## src/mutex_lock_manager_defines.svh

```systemverilog
// ---------------------------------------------------------------------------
// Mutex lock manager assertion macros
// Concurrent assertion wrappers, compiled out when SYNTH is defined.
// ---------------------------------------------------------------------------
`ifndef MUTEX_LOCK_MANAGER_DEFINES_SVH
`define MUTEX_LOCK_MANAGER_DEFINES_SVH

`ifndef SYNTH
// Checked only while out of reset.
`define MLM_ASSERT(name, clk, rst_n, prop, msg) \
    name: assert property (@(posedge clk) disable iff (!rst_n) prop) else $error(msg);
// Checked on every edge, reset included.
`define MLM_ASSERT_ALWAYS(name, clk, prop, msg) \
    name: assert property (@(posedge clk) prop) else $error(msg);
`else
`define MLM_ASSERT(name, clk, rst_n, prop, msg)
`define MLM_ASSERT_ALWAYS(name, clk, prop, msg)
`endif

`endif

```

## src/mlm_pkg.sv

```systemverilog
// ---------------------------------------------------------------------------
// Mutex lock manager package
// Action and status codes, controller/datapath command and status bundles.
// ---------------------------------------------------------------------------
package mlm_pkg;

    // Table geometry, fixed by the 4-bit slot and thread fields
    localparam int SLOT_COUNT   = 16;
    localparam int THREAD_COUNT = 16;

    // Request actions (codes above ACT_UNLOCK are rejected)
    localparam logic [2:0] ACT_CREATE  = 3'd0;
    localparam logic [2:0] ACT_DESTROY = 3'd1;
    localparam logic [2:0] ACT_LOCK    = 3'd2;
    localparam logic [2:0] ACT_TRYLOCK = 3'd3;
    localparam logic [2:0] ACT_UNLOCK  = 3'd4;

    // Mutex kinds
    localparam logic [1:0] KIND_RECURSIVE = 2'd1;

    // Result status codes
    localparam logic [2:0] ST_OK         = 3'd0;
    localparam logic [2:0] ST_INVALID    = 3'd1;
    localparam logic [2:0] ST_BUSY       = 3'd2;
    localparam logic [2:0] ST_DEADLOCK   = 3'd3;
    localparam logic [2:0] ST_NOT_OWNER  = 3'd4;
    localparam logic [2:0] ST_QUEUED     = 3'd5;
    localparam logic [2:0] ST_NO_SLOT    = 3'd6;
    localparam logic [2:0] ST_COUNT_FULL = 3'd7;

    // Controller to datapath
    typedef struct packed {
        logic accept;    // capture request, read slot record, find free slot
        logic exec;      // decide, write back record and waiter queue
        logic load_out;  // load output register
        logic out_live;  // load from this cycle's decision, else from held result
    } t_cmd;

    // Datapath to controller
    typedef struct packed {
        logic wake;      // decision pops a waiter, queue read in flight
    } t_stat;

endpackage

```

## src/mlm_ctrl.sv

```systemverilog
// ---------------------------------------------------------------------------
// Mutex lock manager controller
// Sequences request capture, execute, waiter read and result hand-off.
// ---------------------------------------------------------------------------
`include "mutex_lock_manager_defines.svh"

module mlm_ctrl
    import mlm_pkg::*;
(
    input  logic  i_clk,
    input  logic  i_rst_n,
    input  logic  i_in_valid,
    output logic  o_in_ready,
    input  logic  i_out_ready,
    output logic  o_out_valid,
    input  t_stat i_stat,
    output t_cmd  o_cmd
);

    typedef enum logic [3:0] {
        S_IDLE = 4'b0001,
        S_EXEC = 4'b0010,
        S_POP  = 4'b0100,
        S_WAIT = 4'b1000
    } t_state;

    t_state r_state, n_state;
    logic   r_out_valid, n_out_valid;
    logic   out_free;

    assign out_free    = !r_out_valid || i_out_ready;
    assign o_in_ready  = (r_state == S_IDLE);
    assign o_out_valid = r_out_valid;

    always_comb begin
        n_state        = r_state;
        o_cmd          = '0;
        o_cmd.accept   = (r_state == S_IDLE) && i_in_valid;
        unique case (r_state)
            S_IDLE: begin
                if (i_in_valid) n_state = S_EXEC;
            end
            S_EXEC: begin
                o_cmd.exec = 1'b1;
                if (i_stat.wake) begin
                    n_state = S_POP;
                end else if (out_free) begin
                    o_cmd.load_out = 1'b1;
                    o_cmd.out_live = 1'b1;
                    n_state        = S_IDLE;
                end else begin
                    n_state = S_WAIT;
                end
            end
            S_POP, S_WAIT: begin
                if (out_free) begin
                    o_cmd.load_out = 1'b1;
                    n_state        = S_IDLE;
                end else begin
                    n_state = S_WAIT;
                end
            end
            default: n_state = S_IDLE;
        endcase
        n_out_valid = o_cmd.load_out ? 1'b1 : (i_out_ready ? 1'b0 : r_out_valid);
    end

    always_ff @(posedge i_clk) begin
        if (!i_rst_n) begin
            r_state     <= S_IDLE;
            r_out_valid <= 1'b0;
        end else begin
            r_state     <= n_state;
            r_out_valid <= n_out_valid;
        end
    end

    `MLM_ASSERT(a_accept_to_exec, i_clk, i_rst_n, i_in_valid && o_in_ready |=> r_state == S_EXEC, "accepted beat did not enter execute")
    `MLM_ASSERT(a_pop_after_wake, i_clk, i_rst_n, r_state == S_POP |-> $past(r_state) == S_EXEC && $past(i_stat.wake), "waiter read without a wake decision")
    `MLM_ASSERT(a_load_when_free, i_clk, i_rst_n, o_cmd.load_out |-> !r_out_valid || i_out_ready, "output overwritten before taken")
    `MLM_ASSERT_ALWAYS(a_reset_idle, i_clk, !i_rst_n |=> r_state == S_IDLE && !r_out_valid, "controller not idle after reset")

endmodule

```

## src/mlm_datapath.sv

```systemverilog
// ---------------------------------------------------------------------------
// Mutex lock manager datapath
// Slot record memory, waiter queue memory, lock decision and result registers.
// ---------------------------------------------------------------------------
`include "mutex_lock_manager_defines.svh"

module mlm_datapath
    import mlm_pkg::*;
#(
    parameter int COUNT_BITS   = 8
) (
    input  logic       i_clk,
    input  logic       i_rst_n,
    input  t_cmd       i_cmd,
    output t_stat      o_stat,
    input  logic [2:0] i_action,
    input  logic [3:0] i_slot,
    input  logic [3:0] i_thread_id,
    input  logic [1:0] i_mutex_kind,
    output logic [2:0] o_status,
    output logic [3:0] o_slot_out,
    output logic       o_wake_valid,
    output logic [3:0] o_wake_thread
);

    localparam int SB = $clog2(SLOT_COUNT);
    localparam int TB = $clog2(THREAD_COUNT);
    localparam int AW = $clog2(SLOT_COUNT * THREAD_COUNT);

    typedef struct packed {
        logic                  recursive;
        logic                  held;
        logic [TB-1:0]         owner;
        logic [COUNT_BITS-1:0] count;
        logic [TB-1:0]         head;
        logic [TB:0]           total;
    } t_rec;

    // storage
    t_rec          rec_mem [SLOT_COUNT];
    logic [TB-1:0] wq_mem  [SLOT_COUNT * THREAD_COUNT];
    logic [SLOT_COUNT-1:0] r_used;

    // captured request
    logic [2:0]    r_action;
    logic [3:0]    r_slot;
    logic [3:0]    r_tid;
    logic [1:0]    r_kind;
    t_rec          r_rec;
    logic          r_free_found;
    logic [SB-1:0] r_free_idx;

    // held result
    logic [2:0]    r_res_status;
    logic [3:0]    r_res_slot;
    logic          r_res_wake;
    logic [TB-1:0] r_wake_tid;

    // decision
    logic                  free_found;
    logic [SB-1:0]         free_idx;
    logic [SB-1:0]         sidx;
    logic [TB-1:0]         tid_t;
    logic                  slot_ok, tid_ok;
    logic [2:0]            n_status;
    logic [3:0]            n_slot_o;
    logic                  wake, push, rec_we, used_set, used_clr;
    t_rec                  n_rec;
    logic [SB-1:0]         rec_widx;
    logic [TB:0]           push_sum;
    logic [TB-1:0]         push_pos, head_inc, qpos;
    logic [COUNT_BITS-1:0] cnt_dec;
    logic [AW-1:0]         q_addr;

    // lowest free slot
    always_comb begin
        free_found = 1'b0;
        free_idx   = '0;
        for (int i = SLOT_COUNT - 1; i >= 0; i--) begin
            if (!r_used[i]) begin
                free_found = 1'b1;
                free_idx   = SB'(i);
            end
        end
    end

    assign sidx    = SB'(r_slot);
    assign tid_t   = TB'(r_tid);
    assign slot_ok = 32'(r_slot) < SLOT_COUNT;
    assign tid_ok  = 32'(r_tid) < THREAD_COUNT;

    assign push_sum = {1'b0, r_rec.head} + r_rec.total;
    assign push_pos = (push_sum >= (TB+1)'(THREAD_COUNT))
                    ? TB'(push_sum - (TB+1)'(THREAD_COUNT)) : TB'(push_sum);
    assign head_inc = (r_rec.head == TB'(THREAD_COUNT - 1)) ? '0 : r_rec.head + TB'(1);
    assign cnt_dec  = (r_rec.count != '0) ? r_rec.count - COUNT_BITS'(1) : r_rec.count;
    assign qpos     = push ? push_pos : r_rec.head;
    assign q_addr   = AW'(32'(sidx) * THREAD_COUNT) + AW'(qpos);

    always_comb begin
        n_status = ST_INVALID;
        n_slot_o = r_slot;
        wake     = 1'b0;
        push     = 1'b0;
        rec_we   = 1'b0;
        used_set = 1'b0;
        used_clr = 1'b0;
        n_rec    = r_rec;
        rec_widx = sidx;
        priority if (r_action > ACT_UNLOCK || !tid_ok) begin
            n_status = ST_INVALID;
        end else if (r_action == ACT_CREATE) begin
            if (r_kind > KIND_RECURSIVE) begin
                n_status = ST_INVALID;
            end else if (!r_free_found) begin
                n_status = ST_NO_SLOT;
            end else begin
                n_rec           = '0;
                n_rec.recursive = r_kind[0];
                rec_widx        = r_free_idx;
                rec_we          = 1'b1;
                used_set        = 1'b1;
                n_slot_o        = 4'(r_free_idx);
                n_status        = ST_OK;
            end
        end else if (!slot_ok || !r_used[sidx]) begin
            n_status = ST_INVALID;
        end else begin
            unique case (r_action)
                ACT_DESTROY: begin
                    if (r_rec.held || r_rec.total != '0) begin
                        n_status = ST_BUSY;
                    end else begin
                        used_clr = 1'b1;
                        n_status = ST_OK;
                    end
                end
                ACT_LOCK, ACT_TRYLOCK: begin
                    if (!r_rec.held) begin
                        n_rec.held  = 1'b1;
                        n_rec.owner = tid_t;
                        n_rec.count = COUNT_BITS'(1);
                        rec_we      = 1'b1;
                        n_status    = ST_OK;
                    end else if (r_rec.owner == tid_t && r_rec.recursive) begin
                        if (r_rec.count == '1) begin
                            n_status = ST_COUNT_FULL;
                        end else begin
                            n_rec.count = r_rec.count + COUNT_BITS'(1);
                            rec_we      = 1'b1;
                            n_status    = ST_OK;
                        end
                    end else if (r_action == ACT_TRYLOCK) begin
                        n_status = ST_BUSY;
                    end else if (r_rec.owner == tid_t) begin
                        n_status = ST_DEADLOCK;
                    end else if (r_rec.total == (TB+1)'(THREAD_COUNT)) begin
                        n_status = ST_BUSY;
                    end else begin
                        push        = 1'b1;
                        n_rec.total = r_rec.total + (TB+1)'(1);
                        rec_we      = 1'b1;
                        n_status    = ST_QUEUED;
                    end
                end
                default: begin
                    if (!r_rec.held || r_rec.owner != tid_t) begin
                        n_status = ST_NOT_OWNER;
                    end else begin
                        n_status    = ST_OK;
                        rec_we      = 1'b1;
                        n_rec.count = cnt_dec;
                        if (cnt_dec == '0) begin
                            n_rec.held  = 1'b0;
                            n_rec.owner = '0;
                            if (r_rec.total != '0) begin
                                wake        = 1'b1;
                                n_rec.head  = head_inc;
                                n_rec.total = r_rec.total - (TB+1)'(1);
                            end
                        end
                    end
                end
            endcase
        end
    end

    assign o_stat.wake     = wake;

    // slot-used bits
    always_ff @(posedge i_clk) begin
        if (!i_rst_n) begin
            r_used <= '0;
        end else if (i_cmd.exec) begin
            if (used_set) r_used[r_free_idx] <= 1'b1;
            if (used_clr) r_used[sidx]       <= 1'b0;
        end
    end

    // request capture, memories, result registers
    always_ff @(posedge i_clk) begin
        if (i_cmd.accept) begin
            r_action     <= i_action;
            r_slot       <= i_slot;
            r_tid        <= i_thread_id;
            r_kind       <= i_mutex_kind;
            r_rec        <= rec_mem[SB'(i_slot)];
            r_free_found <= free_found;
            r_free_idx   <= free_idx;
        end
        if (i_cmd.exec) begin
            if (rec_we) rec_mem[rec_widx] <= n_rec;
            if (push)   wq_mem[q_addr]    <= tid_t;
            if (wake)   r_wake_tid        <= wq_mem[q_addr];
            r_res_status <= n_status;
            r_res_slot   <= n_slot_o;
            r_res_wake   <= wake;
        end
        if (i_cmd.load_out) begin
            if (i_cmd.out_live) begin
                o_status      <= n_status;
                o_slot_out    <= n_slot_o;
                o_wake_valid  <= 1'b0;
                o_wake_thread <= '0;
            end else begin
                o_status      <= r_res_status;
                o_slot_out    <= r_res_slot;
                o_wake_valid  <= r_res_wake;
                o_wake_thread <= r_res_wake ? 4'(r_wake_tid) : 4'd0;
            end
        end
    end

    `MLM_ASSERT(a_push_pop_excl, i_clk, i_rst_n, i_cmd.exec |-> !(push && wake), "queue push and pop in one request")
    `MLM_ASSERT(a_wake_is_ok, i_clk, i_rst_n, i_cmd.load_out && !i_cmd.out_live && r_res_wake |=> o_wake_valid && o_status == ST_OK, "wake reported without a successful unlock")

endmodule

```

## src/mutex_lock_manager.sv

```systemverilog
// A request is captured, then executed, and its result goes to the output register;
//   an unlock that wakes a waiter first does a registered waiter queue read.
// Requests are handled one at a time, each a read-modify-write of one slot record.
// A new request is taken while the previous result still waits on the output.
// Reset (synchronous, active low) clears the slot-used bits and the controller;
//   the record and waiter memories are not cleared, so no clearing pass is run.
// ---------------------------------------------------------------------------
// Mutex lock manager
// Lock table of mutex slots with owner, hold count and per-slot waiter FIFO.
// ---------------------------------------------------------------------------
module mutex_lock_manager
    import mlm_pkg::*;
#(
    parameter int COUNT_BITS   = 8
) (
    input  logic       i_clk,
    input  logic       i_rst_n,
    // request channel
    input  logic       i_in_valid,
    output logic       o_in_ready,
    input  logic [2:0] i_action,
    input  logic [3:0] i_slot,
    input  logic [3:0] i_thread_id,
    input  logic [1:0] i_mutex_kind,
    // result channel
    output logic       o_out_valid,
    input  logic       i_out_ready,
    output logic [2:0] o_status,
    output logic [3:0] o_slot_out,
    output logic       o_wake_valid,
    output logic [3:0] o_wake_thread
);

    // Controller steps the request through capture, execute, optional waiter
    // read and output hand-off; the datapath holds all table state.
    t_cmd  cmd;
    t_stat stat;

    mlm_ctrl u_ctrl (
        .i_clk       (i_clk),
        .i_rst_n     (i_rst_n),
        .i_in_valid  (i_in_valid),
        .o_in_ready  (o_in_ready),
        .i_out_ready (i_out_ready),
        .o_out_valid (o_out_valid),
        .i_stat      (stat),
        .o_cmd       (cmd)
    );

    // Decide on the captured request, write back the slot record, push or
    // pop the waiter FIFO, and hold the result beat until it is taken.
    mlm_datapath #(
        .COUNT_BITS   (COUNT_BITS)
    ) u_datapath (
        .i_clk         (i_clk),
        .i_rst_n       (i_rst_n),
        .i_cmd         (cmd),
        .o_stat        (stat),
        .i_action      (i_action),
        .i_slot        (i_slot),
        .i_thread_id   (i_thread_id),
        .i_mutex_kind  (i_mutex_kind),
        .o_status      (o_status),
        .o_slot_out    (o_slot_out),
        .o_wake_valid  (o_wake_valid),
        .o_wake_thread (o_wake_thread)
    );

endmodule
```

## config.mk

```make
export PLATFORM = sky130hd
export DESIGN_NAME = mutex_lock_manager
export DESIGN_NICKNAME = d
export VERILOG_FILES = /design/src/mlm_pkg.sv /design/src/mlm_ctrl.sv /design/src/mlm_datapath.sv /design/src/mutex_lock_manager.sv
export VERILOG_INCLUDE_DIRS = /design/src /design/src/src
export SDC_FILE = /design/constraint.sdc
export NUM_CORES = 2
export LEC_CHECK = 0
export ABC_AREA = 1
export BUFFER_PORTS_ARGS = -buffer_cell sky130_fd_sc_hd__buf_4
export CAP_MARGIN = 10
export CORE_MARGIN = 10
export CORE_UTILIZATION = 63
export CTS_CLUSTER_DIAMETER = 200
export DETAILED_ROUTE_END_ITERATION = 6
export PLACE_DENSITY = 0.79
export SLEW_MARGIN = 0
export SYNTH_ARGS = -nofsm -noshare
export SYNTH_HDL_FRONTEND = slang
export SYNTH_HIERARCHICAL = 1
export SYNTH_SLANG_ARGS = --single-unit
export TNS_END_PERCENT = 20
```

## constraint.sdc

```tcl
create_clock -name i_clk -period 8.2 [get_ports i_clk]
set_input_delay 2.05 -clock i_clk [delete_from_list [all_inputs] [get_ports i_clk]]
set_output_delay 2.05 -clock i_clk [all_outputs]
set_load 0.01 [all_outputs]
```

==> results.py <==
metrics = {
    "yosys": {
        "synth_largest_area_cell": "edfxtp_1",
        "synth_adder_area_share_pct": 0.208,
        "yosys_warnings": 6,
        "synth_xor_area_share_pct": 0.163,
        "synthMuxAreaShare_pct": 1.45,
        "yosys.area_share.simple_pct": 20.6,
        "seq_area_frac_synth_pct": 69.4,
        "synth_top_family_by_area": "simple AND/OR/NAND/NOR gates",
        "avgSynthCellArea_um2": 10.5,
        "postSynth.asyncResetShare_pct": 0,
        "synth_cell_types": 51,
        "syn_area_um2": 63600,
        "synth.top_cell.area_share_pct": 68.7,
        "ys_top_cells_by_area": "edfxtp_1, nand2_1, nor2_1",
        "synth-edff-count": 1457,
        "syn_nets": 6080,
        "ys.flop_type": "edfxtp_1",
        "yosysMostFrequentCell": "nand2_1",
        "synth_seq_cells": 1478,
        "synth_common_cells": "nand2_1, edfxtp_1, nor2_1",
        "syn_inst": 6053,
        "synth-compound-area-share_pct": 4.50,
    },
    "drt": {
        "viasPerCell": 5.94,
        "wl_mm": 160,
        "drc": 2,
        "postRouteAntennaNets": 0,
        "drt_iter0_drc": 5529,
        "wl_per_cell_um": 21.6,
        "first_pass_iters": 7,
        "via_count": 43900,
    },
    "timing": {
        "finalSetupViolations": 0,
        "clock_skew_ps": 32.6,
        "rsz0062_at_grt": "no",
        "hold_viol": 0,
        "post-route-min-period_ps": 6170,
        "finalMaxSlewViolations": 0,
        "max_freq_ghz": 0.162,
        "slew_headroom_pct": 15.8,
        "hold_ws_ps": 537,
        "finalWorstSetupSlack_ps": 2030,
        "worst_pin_slew_ps": 1260,
        "min_period_over_period_pct": 75.2,
        "final.setup.tns_ps": 0,
    },
    "floorplanning": {
        "die_x_um": 338,
        "initial_core_util_pct": 63.5,
        "ios": 31,
        "core_um2": 100000,
        "die_h_um": 338,
        "rows": 116,
        "die_area_um2": 114000,
    },
    "clock_tree": {
        "root_buffer": "clkbuf_16",
        "ctsHoldBuffers": 0,
        "cts-resized-gates": 0,
        "cts-buffers-inserted": 147,
        "clk_pin_slew_ps": 60,
        "h-tree-depth": 4,
        "cts.sinks": 1478,
        "cts_tree": "built",
        "insertion_delay_ps": 770,
        "cts_setup_buffers": 0,
        "cts_max_path_buffers": 3,
    },
    "cells_and_area": {
        "drive_gt1_share_pct": 6.06,
        "n_antenna_cell": 0,
        "area_delta_synth_final_pct": 9.61,
        "nFillCells": 6892,
        "nets": 6014,
        "post-route-util_pct": 69.7,
        "multi_input_area_um2": 17300,
        "regArea_um2": 44200,
    },
    "place": {
        "numPortBuffers": 30,
        "post-place-ws_ps": 2190,
        "gp_congestion": 0.902,
        "dpl.hpwl_mm": 90.5,
    },
    "power": {
        "max-vdd-ir-drop_uv": 213,
        "powerDensity_nw_per_um2": 243,
        "leakagePower_nw": 27.5,
    },
    "grt": {
        "grt_max_degree": 237,
        "grt_use_total_pct": 27.9,
        "grt_pass1_wl_mm": 243,
        "gr-total-overflow": 0,
        "grt_antenna_before_repair": 2,
        "grt_pass1_vias": 42700,
    },
    "worst_setup_path": {
        "reg2regPathDepth": 12,
        "crit_start": "u_datapath/r_action[2]$_DFFE_PP_",
        "critPathArrivalTime_ps": 6560,
        "crit_fanout": 86,
        "r2r-end": "u_datapath/wq_mem[61][3]$_DFFE_PP_",
        "rrSetupSlack_ps": 2030,
        "endpoint": "u_datapath/wq_mem[61][3]$_DFFE_PP_",
        "path_class": "register to register",
        "crit_required_ps": 8590,
        "start_kind": "register",
        "worst_r2r_startpoint": "u_datapath/r_action[2]$_DFFE_PP_",
        "endpoint_kind": "register",
    },
    "run_status": {
        "failed_checks": "design-rule violations",
        "status": "finished, violations left",
    },
    "flow_run": {
        "max-cap-violations": 0,
    },
    "hold_path": {
        "hp-class": "register to register",
    },
}
-- where the power goes --
part / internal, mW / switching (mW) / leakage [nW]
registers: 8.43 / 0.0285 / 13.3
logic: 0.411 / 1.34 / 11.8
clock network: 3.94 / 2.82 / 2.38
total: 12.8 / 4.20 / 27.5
-- worst max-delay path, cell delays in order, from the launching register on --
cell,delay (ps)
edfxtp_1,440
nor2_1,210
inv_2,70
nor2_1,590
inv_2,240
nor2_4,240
nand2_4,140
nand2_1,110
buf_4,250
nand2_4,550
nor2_1,1170
nand2_1,1090
nor2_1,640
-- worst min path at each step --
stage / from / to / slack, ps / depth (start not counted)
6_report: u_datapath/r_res_status[1]$_DFFE_PP_ / u_datapath/o_status[1]$_DFFE_PP_ / 540 / 2
3_5_place_dp: u_datapath/r_res_status[1]$_DFFE_PP_ / u_datapath/o_status[1]$_DFFE_PP_ / 530 / 2
4_1_cts: u_datapath/r_res_slot[2]$_DFFE_PP_ / u_datapath/o_slot_out[2]$_DFFE_PP_ / 540 / 2
3_3_place_gp: u_datapath/r_res_status[2]$_DFFE_PP_ / u_datapath/o_status[2]$_DFFE_PP_ / 510 / 2
5_1_grt: u_datapath/r_used[10]$_SDFFE_PN0P_ / u_datapath/r_used[10]$_SDFFE_PN0P_ / 560 / 2
2_1_floorplan: u_datapath/r_res_status[1]$_DFFE_PP_ / u_datapath/o_status[1]$_DFFE_PP_ / 490 / 2
-- layout by cell type, fill, tap and decap left out, types with 29 or more instances in the layout --
master and n:
a21oi_1 116, buf_4 97, clkbuf_1 29, clkbuf_16 153
clkinv_1 29, edfxtp_1 1457, inv_1 237, mux2i_1 92
nand2_1 2803, nand3_1 154, nor2_1 370, o211ai_1 93
o21ai_0 175, o21ai_1 50
-- registers in the layout (all words and copies together), names as in the netlist, 16 cells and up --
name	count
u_datapath/wq_mem	1024
u_datapath/r_rec	23
u_datapath/r_used	16
u_datapath/rec_mem	368
-- routing by layer --
layer  routed length [µm]  GRT usage [%]  share of wire (%)
met1                59700           35.8                 37
met2                76000           45.7                 48
met3                15500           4.90                9.7
met4                 8700           14.8                5.4
met5                    0              0                  0
-- kinds of logic after synthesis --
| kind of cell | after synthesis |
|---|---|
| simple gates | 3403 |
| flops | 1478 |
| buf+inv | 565 |
| compound gates | 494 |
| mux | 92 |
| xor+xnor | 11 |
| fa+ha+maj | 10 |
-- stage by stage --
| stage | total power, mW | instance area [µm²] | cells |
|---|---|---|---|
| 2_1_floorplan | 9.79 | 63600 | 6053 |
| 3_3_place_gp | 10.3 | 64800 | 7134 |
| 3_5_place_dp | 10.3 | 64800 | 7134 |
| 4_1_cts | 17.0 | 69700 | 7400 |
| 5_1_grt | 17.5 | 69800 | 7402 |
| 6_report | 17.0 | 69800 | 7402 |
-- area by class of cell --
type                            instances  area share (%)
Sequential cell                      1478            63.3
Multi-Input combinational cell       4010            24.7
Clock buffer                          185            5.70
Tap cell                             1298            2.33
Clock inverter                         81            1.34
Inverter                              246            1.33
Timing Repair Buffer                  104            1.24
Power figures use the tool's default switching activity.
